## src/hw/rtl/csr_pkg.sv

```systemverilog
`timescale 1ns / 1ps
// ----------------------------------------------------------------------------
// csr_pkg: shared types and constants of the cubic spline resampler
// Sample and position formats, arithmetic widths, and the opcodes of the
// fraction multiply unit.
// ----------------------------------------------------------------------------
package csr_pkg;

  localparam int SAMPLE_BITS = 32;   // significant bits of a sample, 16..32
  localparam int MAX_OUTPUTS = 64;   // result limit per input item, 1..64

  localparam int SMP_W  = 32;        // sample port width
  localparam int STEP_W = 39;        // step register, unsigned 7.32
  localparam int POS_W  = 40;        // read position, 8.32
  localparam int FRAC_W = 32;        // fraction of the position
  localparam int HALF_W = FRAC_W / 2;
  localparam int T_W    = 40;        // Horner term, holds 6a, 6b, 6c and partials
  localparam int PROD_W = T_W + HALF_W + 1;
  localparam int ACC_W  = T_W + FRAC_W;
  localparam int CNT_W  = $clog2(MAX_OUTPUTS + 1);

  localparam logic [STEP_W-1:0] STEP_RESET = STEP_W'(64'h1_0000_0000);

  typedef logic signed [SMP_W-1:0] smp_t;
  typedef logic signed [T_W-1:0]   term_t;

  typedef enum logic [1:0] {
    MAC_HOLD = 2'd0,
    MAC_LO   = 2'd1,
    MAC_HI   = 2'd2
  } mac_op_t;

endpackage

```

## src/hw/rtl/csr_frac_mac.sv

```systemverilog
`timescale 1ns / 1ps
// ----------------------------------------------------------------------------
// csr_frac_mac: shared fraction multiply-accumulate unit
// Forms round(t * f / 2^32) + addend over two 40x17 multiplies, one per
// 16-bit half of the fraction, with the product registered before the add.
// ----------------------------------------------------------------------------
module csr_frac_mac (
  input  logic                          clk,
  input  csr_pkg::mac_op_t              op,
  input  csr_pkg::term_t                opnd,
  input  logic [csr_pkg::FRAC_W-1:0]    frac,
  input  csr_pkg::term_t                addend,
  output csr_pkg::term_t                result
);
  import csr_pkg::*;

  localparam logic signed [ACC_W-1:0] ROUND_BIAS = ACC_W'(1) <<< (FRAC_W - 1);

  logic        [HALF_W:0]   chunk;
  logic signed [PROD_W-1:0] prod_r, prod_nxt;
  logic signed [ACC_W-1:0]  acc_r, acc_nxt;
  logic signed [ACC_W-1:0]  sum;

  always_comb begin
    if (op == MAC_HI) begin
      chunk = {1'b0, frac[FRAC_W-1:HALF_W]};
    end else begin
      chunk = {1'b0, frac[HALF_W-1:0]};
    end
    prod_nxt = prod_r;
    acc_nxt  = acc_r;
    case (op)
      MAC_LO: begin
        prod_nxt = PROD_W'(opnd) * PROD_W'($signed(chunk));
      end
      MAC_HI: begin
        prod_nxt = PROD_W'(opnd) * PROD_W'($signed(chunk));
        // low partial product, rounding bias and addend, all in 32.32 units
        acc_nxt  = ACC_W'(prod_r) + ROUND_BIAS + (ACC_W'(addend) <<< FRAC_W);
      end
      default: begin
      end
    endcase
    sum    = acc_r + (ACC_W'(prod_r) <<< HALF_W);
    result = sum[ACC_W-1:FRAC_W];
  end

  always_ff @(posedge clk) begin
    prod_r <= prod_nxt;
    acc_r  <= acc_nxt;
  end

endmodule

```

## src/hw/rtl/cubic_spline_resampler_top.sv

```systemverilog
`timescale 1ns / 1ps
// ----------------------------------------------------------------------------
// cubic_spline_resampler_top: cubic interpolating sample rate converter
// Four-sample window, 8.32 read position, one shared multiply unit.
// ----------------------------------------------------------------------------
// Usage:
//   in_*   : one signed sample per item (valid/ready). in_ready is high only
//            while the sequencer waits for a new item.
//   out_*  : interpolated samples (valid/ready); out_last_of_run marks the
//            final result caused by an input item. A one-item output
//            register parts the channels, so the next input is taken while
//            the last result of a run still waits.
//   cfg_*  : step_size write (valid/ready, always ready); write it only
//            while the block is idle.
// Sequence: an item that only fills the window or causes no result leaves
//   the sequencer waiting. An item with N results (N up to 64) first forms
//   6a, 6b, 6c in S_COEF1 and S_COEF2, then each result passes through the
//   shared 40x17 multiplier (three fraction multiplies of two halves each),
//   the divide by three (8 quotient bits a cycle) and saturation and hand-off.
// Reset: window cleared, position zero, step 1.0; the first two items only
//   fill the window. A stalled receiver holds the sequencer in its hand-off
//   state; the output item holds until taken.
// ----------------------------------------------------------------------------
module cubic_spline_resampler_top (
  input  logic                          clk,
  input  logic                          rst_n,
  input  logic                          in_valid,
  output logic                          in_ready,
  input  logic signed [csr_pkg::SMP_W-1:0] in_sample_in,
  output logic                          out_valid,
  input  logic                          out_ready,
  output logic signed [csr_pkg::SMP_W-1:0] out_sample_out,
  output logic                          out_last_of_run,
  input  logic                          cfg_valid,
  output logic                          cfg_ready,
  input  logic [csr_pkg::STEP_W-1:0]    cfg_step_size
);
  import csr_pkg::*;

  localparam int INT_W = POS_W - FRAC_W;
  localparam logic [POS_W-1:0] ONE_POS = POS_W'(1) << FRAC_W;
  localparam logic [1:0] FILL_LAST = 2'd2;
  localparam logic [1:0] FILL_FULL = 2'd3;
  localparam logic [1:0] PASS_A = 2'd0;   // t = a*x + b
  localparam logic [1:0] PASS_B = 2'd1;   // t = t*x + c
  localparam logic [1:0] PASS_C = 2'd2;   // t = t*x
  localparam int DIV_W     = T_W;
  localparam int DIV_DIGIT = 8;
  localparam int DIV_STEPS = DIV_W / DIV_DIGIT;
  localparam int DCNT_W    = $clog2(DIV_STEPS);
  localparam logic [2:0] DIVISOR = 3'd3;
  localparam logic signed [T_W:0] DIV_OFFSET = (T_W + 1)'(3) <<< (T_W - 2);
  localparam logic signed [T_W:0] Q_OFFSET   = (T_W + 1)'(1) <<< (T_W - 2);
  localparam logic signed [T_W:0] SAT_HI =
    (T_W + 1)'((longint'(1) <<< (SAMPLE_BITS - 1)) - 1);
  localparam logic signed [T_W:0] SAT_LO = -SAT_HI - (T_W + 1)'(1);

  typedef enum logic [9:0] {
    S_IDLE  = 10'b00_0000_0001,
    S_COEF1 = 10'b00_0000_0010,
    S_COEF2 = 10'b00_0000_0100,
    S_MLO   = 10'b00_0000_1000,
    S_MHI   = 10'b00_0001_0000,
    S_MACC  = 10'b00_0010_0000,
    S_DPREP = 10'b00_0100_0000,
    S_DIV   = 10'b00_1000_0000,
    S_FIN   = 10'b01_0000_0000,
    S_EMIT  = 10'b10_0000_0000
  } state_t;

  // control state
  state_t              state_r, state_nxt;
  logic [1:0]          fill_r, fill_nxt;
  logic [POS_W-1:0]    pos_r, pos_nxt;
  logic [STEP_W-1:0]   step_r, step_nxt;
  logic [CNT_W-1:0]    n_r, n_nxt;
  logic [1:0]          pass_r, pass_nxt;
  logic [DCNT_W-1:0]   dcnt_r, dcnt_nxt;
  logic                out_valid_r, out_valid_nxt;
  smp_t                window_r [4];
  smp_t                window_nxt [4];

  // datapath
  term_t               b2_r, b2_nxt, d_r, d_nxt, e_r, e_nxt;
  term_t               a6_r, a6_nxt, b3_r, b3_nxt, c6_r, c6_nxt;
  term_t               t_r, t_nxt;
  logic [DIV_W-1:0]    u_r, u_nxt, q_r, q_nxt;
  logic [1:0]          rem_r, rem_nxt;
  smp_t                res_r, res_nxt;
  smp_t                out_sample_r, out_sample_nxt;
  logic                out_last_r, out_last_nxt;

  // helpers
  smp_t                smp_in;
  logic [POS_W-1:0]    pos_dec, pos_chk, pos_add;
  logic                last_hit, out_load;
  mac_op_t             mac_op;
  term_t               addend, mac_result, a6_c;
  logic signed [T_W:0] w_s, u_s, r_full, r_sat;
  logic [1:0]          rem_v;
  logic [2:0]          r3_v;
  logic [DIV_W-1:0]    q_v;

  assign in_ready        = (state_r == S_IDLE);
  assign cfg_ready       = 1'b1;
  assign out_valid       = out_valid_r;
  assign out_sample_out  = out_sample_r;
  assign out_last_of_run = out_last_r;

  // take the low SAMPLE_BITS bits and sign-extend
  assign smp_in = SMP_W'(signed'(in_sample_in[SAMPLE_BITS-1:0]));

  csr_frac_mac u_mac (
    .clk    (clk),
    .op     (mac_op),
    .opnd   (t_r),
    .frac   (pos_r[FRAC_W-1:0]),
    .addend (addend),
    .result (mac_result)
  );

  // divide by three, one quotient byte per cycle
  always_comb begin
    rem_v = rem_r;
    q_v   = q_r;
    r3_v  = '0;
    for (int i = 0; i < DIV_DIGIT; i++) begin
      r3_v = {rem_v, u_r[DIV_W-1-i]};
      if (r3_v >= DIVISOR) begin
        rem_v = 2'(r3_v - DIVISOR);
        q_v   = {q_v[DIV_W-2:0], 1'b1};
      end else begin
        rem_v = r3_v[1:0];
        q_v   = {q_v[DIV_W-2:0], 1'b0};
      end
    end
  end

  always_comb begin
    // defaults: hold
    state_nxt      = state_r;
    fill_nxt       = fill_r;
    pos_nxt        = pos_r;
    step_nxt       = step_r;
    n_nxt          = n_r;
    pass_nxt       = pass_r;
    dcnt_nxt       = dcnt_r;
    window_nxt     = window_r;
    b2_nxt         = b2_r;
    d_nxt          = d_r;
    e_nxt          = e_r;
    a6_nxt         = a6_r;
    b3_nxt         = b3_r;
    c6_nxt         = c6_r;
    t_nxt          = t_r;
    u_nxt          = u_r;
    q_nxt          = q_r;
    rem_nxt        = rem_r;
    res_nxt        = res_r;
    mac_op         = MAC_HOLD;
    out_load       = 1'b0;

    if (cfg_valid && cfg_ready) begin
      step_nxt = cfg_step_size;
    end

    // position decrement for a new item and advance after a result
    if (pos_r[POS_W-1:FRAC_W] != '0) begin
      pos_dec = pos_r - ONE_POS;
    end else begin
      pos_dec = pos_r;
    end
    pos_chk  = (fill_r == FILL_FULL) ? pos_dec : pos_r;
    pos_add  = pos_r + POS_W'(step_r);
    last_hit = (pos_add[POS_W-1:FRAC_W] != '0) || (n_r == CNT_W'(MAX_OUTPUTS - 1));

    // Horner addend of the current pass
    case (pass_r)
      PASS_A:  addend = b3_r;
      PASS_B:  addend = c6_r;
      default: addend = '0;
    endcase

    a6_c = d_r - (b2_r <<< 1);

    // final scaling: floor((t + 3) / 6) made unsigned before the divide
    w_s = (T_W + 1)'(t_r) + (T_W + 1)'(3);
    u_s = (w_s >>> 1) + DIV_OFFSET;

    r_full = (T_W + 1)'($signed({1'b0, q_r})) - Q_OFFSET + (T_W + 1)'(window_r[1]);
    if (r_full > SAT_HI) begin
      r_sat = SAT_HI;
    end else if (r_full < SAT_LO) begin
      r_sat = SAT_LO;
    end else begin
      r_sat = r_full;
    end

    case (state_r)
      S_IDLE: begin
        if (in_valid) begin
          window_nxt[0] = window_r[1];
          window_nxt[1] = window_r[2];
          window_nxt[2] = window_r[3];
          window_nxt[3] = smp_in;
          n_nxt         = '0;
          if (fill_r != FILL_FULL) begin
            fill_nxt = fill_r + 2'd1;
          end else begin
            pos_nxt = pos_dec;
          end
          if ((fill_r == FILL_LAST || fill_r == FILL_FULL) &&
              pos_chk[POS_W-1:FRAC_W] == '0) begin
            state_nxt = S_COEF1;
          end
        end
      end
      S_COEF1: begin
        b2_nxt = T_W'(window_r[2]) + T_W'(window_r[0]) - (T_W'(window_r[1]) <<< 1);
        d_nxt  = T_W'(window_r[3]) - T_W'(window_r[2]) + T_W'(window_r[0])
               - T_W'(window_r[1]);
        e_nxt  = T_W'(window_r[2]) - T_W'(window_r[1]);
        state_nxt = S_COEF2;
      end
      S_COEF2: begin
        a6_nxt    = a6_c;
        b3_nxt    = b2_r + (b2_r <<< 1);
        c6_nxt    = (e_r <<< 2) + (e_r <<< 1) - d_r - b2_r;
        t_nxt     = a6_c;
        pass_nxt  = PASS_A;
        state_nxt = S_MLO;
      end
      S_MLO: begin
        mac_op    = MAC_LO;
        state_nxt = S_MHI;
      end
      S_MHI: begin
        mac_op    = MAC_HI;
        state_nxt = S_MACC;
      end
      S_MACC: begin
        t_nxt = mac_result;
        if (pass_r == PASS_C) begin
          state_nxt = S_DPREP;
        end else begin
          pass_nxt  = pass_r + 2'd1;
          state_nxt = S_MLO;
        end
      end
      S_DPREP: begin
        u_nxt     = u_s[DIV_W-1:0];
        q_nxt     = '0;
        rem_nxt   = '0;
        dcnt_nxt  = '0;
        state_nxt = S_DIV;
      end
      S_DIV: begin
        u_nxt    = u_r << DIV_DIGIT;
        q_nxt    = q_v;
        rem_nxt  = rem_v;
        dcnt_nxt = dcnt_r + DCNT_W'(1);
        if (dcnt_r == DCNT_W'(DIV_STEPS - 1)) begin
          state_nxt = S_FIN;
        end
      end
      S_FIN: begin
        res_nxt   = SMP_W'(r_sat);
        state_nxt = S_EMIT;
      end
      S_EMIT: begin
        // hand off once the output register is free or being drained
        if (!out_valid_r || out_ready) begin
          out_load = 1'b1;
          pos_nxt  = pos_add;
          n_nxt    = n_r + CNT_W'(1);
          if (last_hit) begin
            // a run cut short by the limit drops the rest of this window
            if (pos_add[POS_W-1:FRAC_W] == '0) begin
              pos_nxt = {INT_W'(1), pos_add[FRAC_W-1:0]};
            end
            state_nxt = S_IDLE;
          end else begin
            t_nxt     = a6_r;
            pass_nxt  = PASS_A;
            state_nxt = S_MLO;
          end
        end
      end
      default: begin
        state_nxt = S_IDLE;
      end
    endcase

    if (out_load) begin
      out_valid_nxt  = 1'b1;
      out_sample_nxt = res_r;
      out_last_nxt   = last_hit;
    end else begin
      out_valid_nxt  = out_ready ? 1'b0 : out_valid_r;
      out_sample_nxt = out_sample_r;
      out_last_nxt   = out_last_r;
    end
  end

  always_ff @(posedge clk) begin
    if (!rst_n) begin
      state_r     <= S_IDLE;
      fill_r      <= '0;
      pos_r       <= '0;
      step_r      <= STEP_RESET;
      n_r         <= '0;
      pass_r      <= PASS_A;
      dcnt_r      <= '0;
      out_valid_r <= 1'b0;
      for (int i = 0; i < 4; i++) begin
        window_r[i] <= '0;
      end
    end else begin
      state_r     <= state_nxt;
      fill_r      <= fill_nxt;
      pos_r       <= pos_nxt;
      step_r      <= step_nxt;
      n_r         <= n_nxt;
      pass_r      <= pass_nxt;
      dcnt_r      <= dcnt_nxt;
      out_valid_r <= out_valid_nxt;
      window_r    <= window_nxt;
    end
  end

  always_ff @(posedge clk) begin
    b2_r         <= b2_nxt;
    d_r          <= d_nxt;
    e_r          <= e_nxt;
    a6_r         <= a6_nxt;
    b3_r         <= b3_nxt;
    c6_r         <= c6_nxt;
    t_r          <= t_nxt;
    u_r          <= u_nxt;
    q_r          <= q_nxt;
    rem_r        <= rem_nxt;
    res_r        <= res_nxt;
    out_sample_r <= out_sample_nxt;
    out_last_r   <= out_last_nxt;
  end

endmodule

```

## config.mk

```make
export PLATFORM = sky130hd
export DESIGN_NAME = cubic_spline_resampler_top
export DESIGN_NICKNAME = d
export VERILOG_FILES = /design/src/hw/rtl/csr_pkg.sv /design/src/hw/rtl/csr_frac_mac.sv /design/src/hw/rtl/cubic_spline_resampler_top.sv
export SDC_FILE = /design/constraint.sdc
export NUM_CORES = 2
export LEC_CHECK = 0
export ABC_AREA = 1
export ABC_CLOCK_PERIOD_IN_PS = 15550
export BUFFER_PORTS_ARGS = -buffer_cell sky130_fd_sc_hd__clkbuf_2
export CORE_MARGIN = 2
export CORE_UTILIZATION = 30
export DETAILED_ROUTE_END_ITERATION = 7
export PLACE_DENSITY = 0.49
export SLEW_MARGIN = 10
export SYNTH_ARGS = -nofsm -noshare
export SYNTH_HDL_FRONTEND = slang
export SYNTH_HIERARCHICAL = 1
export SYNTH_SLANG_ARGS = --single-unit
```

## constraint.sdc

```tcl
create_clock -name clk -period 15.55 [get_ports clk]
set_input_delay 0.7775 -clock clk [delete_from_list [all_inputs] [get_ports clk]]
set_output_delay 0.7775 -clock clk [all_outputs]
set_load 0.02 [all_outputs]
```

## Word-level counts from Yosys, hierarchy flattened

Cells that the tools add are included.

| word-level totals | value |
|---|---|
| bits in registers | 781 |
| input bits | 76 |
| logic and storage cells | 171 |

| cells by class | value |
|---|---|
| add/sub/neg operators | 32 |
| multipliers | 1 |
| order comparisons | 10 |
| eq/ne operators | 26 |
| muxes and demuxes | 53 |
| reduce and logical (&&, ||, !) cells | 22 |

Operator list:

| operator | count |
|---|---|
| $mux 40 | 9 |
| $pmux 40 s2 | 4 |
| $add 72x72->72 | 2 |
| $pmux 40 s3 | 1 |
| $sub 40x40->40 | 3 |
| $pmux 10 s10 | 1 |
| $sub 32x32->33 | 2 |
| $add 57x33->58 const B | 1 |
| $mul 40x17->57 | 1 |
| $add 40x3->41 const B | 1 |
| $add 41x32->41 | 1 |
| $gt 41x32->1 const B | 1 |
| $lt 41x32->1 const B | 1 |
| $sub 40x39->41 const B | 1 |
| $add 40x39->40 | 1 |
| $add 40x39->40 const B | 1 |
| $add 40x40->40 | 1 |
| $mux 10 | 4 |
| $sub 40x33->40 const B | 1 |
| $add 35x34->36 | 1 |
| $sub 34x32->35 | 1 |
| $add 33x32->34 | 1 |
| $sub 33x33->34 | 1 |
| $add 32x32->33 | 1 |
| 43 further kinds | 102 |

## Depth between registers and ports, before layout

| logic depth | value |
|---|---|
| depth in word-level cells | 17 |
| gate-level depth with buffers | 50 |

## By module

The synthesis kept the hierarchy.

By module, submodules not included:

| module | times used | cells an instance | area an instance (um^2) |
|---|---|---|---|
| cubic_spline_resampler_top | 1 | 5111 | 43968.4 |
| csr_frac_mac | 1 | 5138 | 35743.0 |

## Least setup slack after synthesis

No wires, ideal clock.

| path | value |
|---|---|
| path kind | flip-flop to flip-flop |
| start | reg state_r[6] |
| end | reg t_r[0] (enable) |
| setup time | 0.412 ns |
| arrival time | 11.446 ns |
| required time | 15.138 ns |
| setup slack | 3.692 ns |
| cell stages (with the launch flop) | 8 |
| buffers on the path | 0 |
| period minus slack after synthesis | 11.858 ns |
| cells stage by stage | dfxtp_1 -> nor2_1 -> inv_1 -> nor2_1 -> inv_1 -> nor3_1 -> o21ai_0 -> a21oi_2 |

| between the ends | value |
|---|---|
| longest elaborated chain between the ends | 3 |
| elaborated cells between the ends (all ways) | 7 |
| classes of those cells | eq/ne: 5; reduce/logical: 2 |

Ends and longest elaborated chain:

| item | RTL line | text |
|---|---|---|
| start: declaration | cubic_spline_resampler_top.sv:72 | `state_t state_r, state_nxt;` |
| start signal: assignment | cubic_spline_resampler_top.sv:319 | `state_r <= state_nxt;` |
| $eq 10x10->1, or another cell as far along | cubic_spline_resampler_top.sv:199 | `case (state_r)` |
| $ne 2x2->1 (no source line) or $reduce_bool 3->1 (tied branches) | - |  |
| $reduce_and 3->1 (no source line) * | - |  |
| end signal: assignment | cubic_spline_resampler_top.sv:338 | `t_r <= t_nxt;` |
| end: declaration | cubic_spline_resampler_top.sv:86 | `term_t t_r, t_nxt;` |

Every way passes the cells marked *; elsewhere a longest branch is shown, timed or not.
A chain may end at the register's enable or synchronous reset.

## Final worst setup path

| path | value |
|---|---|
| start | reg state_r[8] |
| end | reg u_mac.prod_r[35] (data pin) |

| between the ends | value |
|---|---|
| longest elaborated chain between the ends | 5 |
| elaborated cells between the ends (all ways) | 6 |
| classes of those cells | mul: 1; eq/ne: 3; mux: 2 |

Ends and longest elaborated chain:

| item | RTL line | text |
|---|---|---|
| $eq 10x5->1 or $eq 10x4->1 (tied branches) | cubic_spline_resampler_top.sv:199 |  |
| $pmux 2 s2 * | cubic_spline_resampler_top.sv:199 |  |
| via mac_op[1] | cubic_spline_resampler_top.sv:97 | `mac_op_t mac_op;` |
| $eq 2x2->1 * | csr_frac_mac.sv:25, csr_frac_mac.sv:32 |  |
| $mux 16 * | csr_frac_mac.sv:25 | `if (op == MAC_HI) begin` |
| $mul 40x17->57 * | csr_frac_mac.sv:34, csr_frac_mac.sv:37 |  |
| end signal: assignment | csr_frac_mac.sv:49 | `prod_r <= prod_nxt;` |
| end: declaration | csr_frac_mac.sv:20 | `logic signed [PROD_W-1:0] prod_r, prod_nxt;` |

Mark *: on every way through the listed nets, which the timed path passes. The rest lies on a longest branch.

==> key figures <==
Drt
  • Via count: 66154
  • ANT nets after route: 0
  • DR vias/cell: between 4 and 5
  • Initial drt markers: around 4000
  • DRC violations left: 0
  • Routed wire length: between 200 and 300 mm
  • Mean routed wirelength per cell: a little over 20 um
  • Drt pass-1 iters: 5

Synth
  • Count leader, synth: nand2_1
  • FF+latch count, synth: between 700 and 800
  • Post-synthesis area per instance: a little under 8 um2
  • Share of the synthesized area in the top cell type: just under 20%
  • Main synth FF type: edfxtp_1
  • Synth unique cells: roughly 70
  • Cell Area, Synth: around 80000 um2
  • Synth warn: 6
  • Yosys top cell by area: edfxtp_1
  • Post-synth EDFFs: slightly above 500
  • Net Count, Synth: around 12000
  • Post-synth top cells: 2434 x nand2_1, 2069 x inv_1, 957 x nor2_1
  • Sequential fraction of the synthesis area: about a quarter
  • Post-Synthesis Cells: just over 10000
  • Asr flop ratio synth: 0%
  • Top post-synthesis cells by area: edfxtp_1 20%, fa_1 19%, nand2_1 11%, ha_1 10%, inv_1 9.7%

CTS
  • Worst-Skew Late Latency: between 0.7 and 0.8 ns
  • Max Buffers Root-to-Sink: 3
  • Post-CTS Setup Bufs: 0
  • Clock Sinks: between 700 and 800
  • Clock root buffer master: clkbuf_16
  • Hold buffers post-CTS: 0
  • Clk slew on worst S/H paths: 0.06 ns
  • # resized after CTS: 0
  • Cts bufs inserted: 95
  • H-tree depth: 3
  • CTS tree: yes

Global route
  • Met2 usage: between 30% and 40%
  • Tot GR Track Use: roughly a fifth
  • Global routing usage on met1: 26.0%
  • Largest net degree at the start of global routing: 95
  • Top Usage Layer GRT: met2
  • Global-route wire length before repair: ~430 mm
  • GR Layer Usage met3: under 10%
  • Initial antenna violation count: 6
  • Gr ovfl total: 0
  • Vias in the first global route: 68871

Worst setup path
  • Setup Crit Path Kind: reg2reg
  • Largest stage delay on the critical path: approximately 0.6 ns
  • Critical Path AT: about 9.4 ns
  • Req. time, crit path: between 15 and 20 ns
  • Crit end category: flip-flop
  • Slowest-stage cell, CP: xor2_1
  • CP Launch Type: flip-flop
  • Maximum fanout along the worst path: 36
  • CP dominant cell by count: nand2_1

Power
  • Pwr Total: between 10 and 15 mW
  • Leak: 42.3 nW
  • PwrDens: 115 nW/um2
  • Max VDD drop: 0.116 mV

Floorplan
  • Die Y: around 520 um
  • Initial core utilization: 30.1%
  • I/O pin count: approximately 110
  • Die width: roughly 520 um
  • Core box area: around 260000 um2
  • Row cnt: 189
  • Area of the die: ~270000 um2

Hold path
  • Hold Crit Class: in2reg

Finish
  • Final core occ: between 30% and 40%
  • Layout cells sized above 1: about 5.2%
  • Nets: about 12000
  • Area Growth Syn to Fin: 9.98%

STA
  • Hold Vio Cnt, Final: 0
  • Final setup vio count: 0
  • Setup ws final: 6.56 ns
  • Period utilization: approximately 58%
  • Final Critical Period: about 9 ns
  • Skew final: about 0.076 ns
  • Slew Limit Fails: 0
  • Slew margin rel.: 24.2%
  • Slew @ Worst Pin: approximately 1.1 ns
  • Max Fclk: approximately 110 MHz
  • RSZ-0062 raised after global routing: no
  • Setup TNS: 0 ns

Job
  • Max-cap violations: 0

Place
  • Final HPWL DP: 237 mm
  • Port-buffer cells: 110
  • Pre-CTS WS: 6.61 ns
  • GPL Wtd Cong: approximately 0.97

Status
  • Status: complete, no violations
==> cell families (layout without fill, tap and decap cells) <==
logic type	Yosys count	after routing	share of synthesized area [%]
compound gates	1413	1413	10.0
xor+xnor	399	399	4.38
fa+ha+maj	1376	1376	28.6
buf+inv	2303	2457	11.1
flops	750	750	25.3
other cells	1	9	0.00470
simple gates	4007	4007	20.5
==> power breakdown <==
group          switching, mW  internal [mW]
clock                  0.989           1.39
sequential             0.174           2.56
combinational           3.16           1.83
==> routing by layer <==
layer	share of wire (%)	wire, um
met4	4.7	13300
met5	0	0
met2	49	139000
met3	3.9	11200
met1	42	121000
==> flip-flops by register name (all words and copies together) (netlist names), 40 cells and up <==
signal,count
q_r,40
t_r,40
pos_r,40
c6_r,40
u_mac/acc_r,56
u_mac/prod_r,57
window_r,128
u_r,40
a6_r,40
==> cell type report <==
| type | instances | area, um2 |
|---|---|---|
| fillers | 28186 | 177000 |
| clock buffers | 120 | 2690 |
| multi-input cells | 7196 | 50700 |
| inverters | 2102 | 7910 |
| well taps | 3533 | 4420 |
| diodes | 8 | 20.0 |
| flip-flops and latches | 750 | 20200 |
| clock inverters | 59 | 652 |
| repair buffers | 176 | 1050 |
==> per-stage QoR <==
step,hold WS (ns),cell area (um2),instances
after floorplan,0.400,79700,10249
after global placement,0.408,84300,13757
after detailed placement,0.406,84300,13757
after CTS,0.185,87600,13936
after global routing,0.228,87700,13939
final,0.253,87700,13944
==> layout by cell type, fill, tap and decap left out, types with 24 or more instances in the layout <==
| cell | instances |
|---|---|
| o21ai_1 | 52 |
| clkbuf_16 | 100 |
| nand2_2 | 27 |
| a22o_1 | 35 |
| xor2_1 | 252 |
| o21ai_0 | 407 |
| nand4_1 | 102 |
| inv_1 | 2065 |
| a31oi_1 | 62 |
| buf_4 | 66 |
| inv_2 | 24 |
| ha_1 | 635 |
| nor2_2 | 36 |
| a21oi_1 | 639 |
| clkbuf_2 | 110 |
| dfxtp_1 | 232 |
| nand3_1 | 275 |
| nor2_1 | 955 |
| fa_1 | 740 |
| xnor2_1 | 147 |
| nor3_1 | 58 |
| nand2_1 | 2432 |
| edfxtp_1 | 518 |
==> critical path, delay by kind of cell, from the launching register on <==
kind	cells	cell delay, ns
buffers and inverters	9	1.28
AO/OA/AOI/OAI	1	0.14
AND/OR/NAND/NOR	13	2.27
flip-flops	1	0.36
adder cells (fa/ha/maj)	8	3.93
XOR/XNOR	1	0.59
==> path summary, 6_finish.rpt <==
check	start	endpoint	slack (ns)	cells past startpoint
hold / removal	cfg_step_size[24]	step_r[24]	0.25	3
hold reg to reg	res_r[30]	out_sample_out[30]	0.42	0
setup / recovery	state_r[8]	u_mac/prod_r[35]	6.56	32
setup reg to reg	state_r[8]	u_mac/prod_r[35]	6.56	32
No activity file was read; power rests on OpenSTA's default activity.
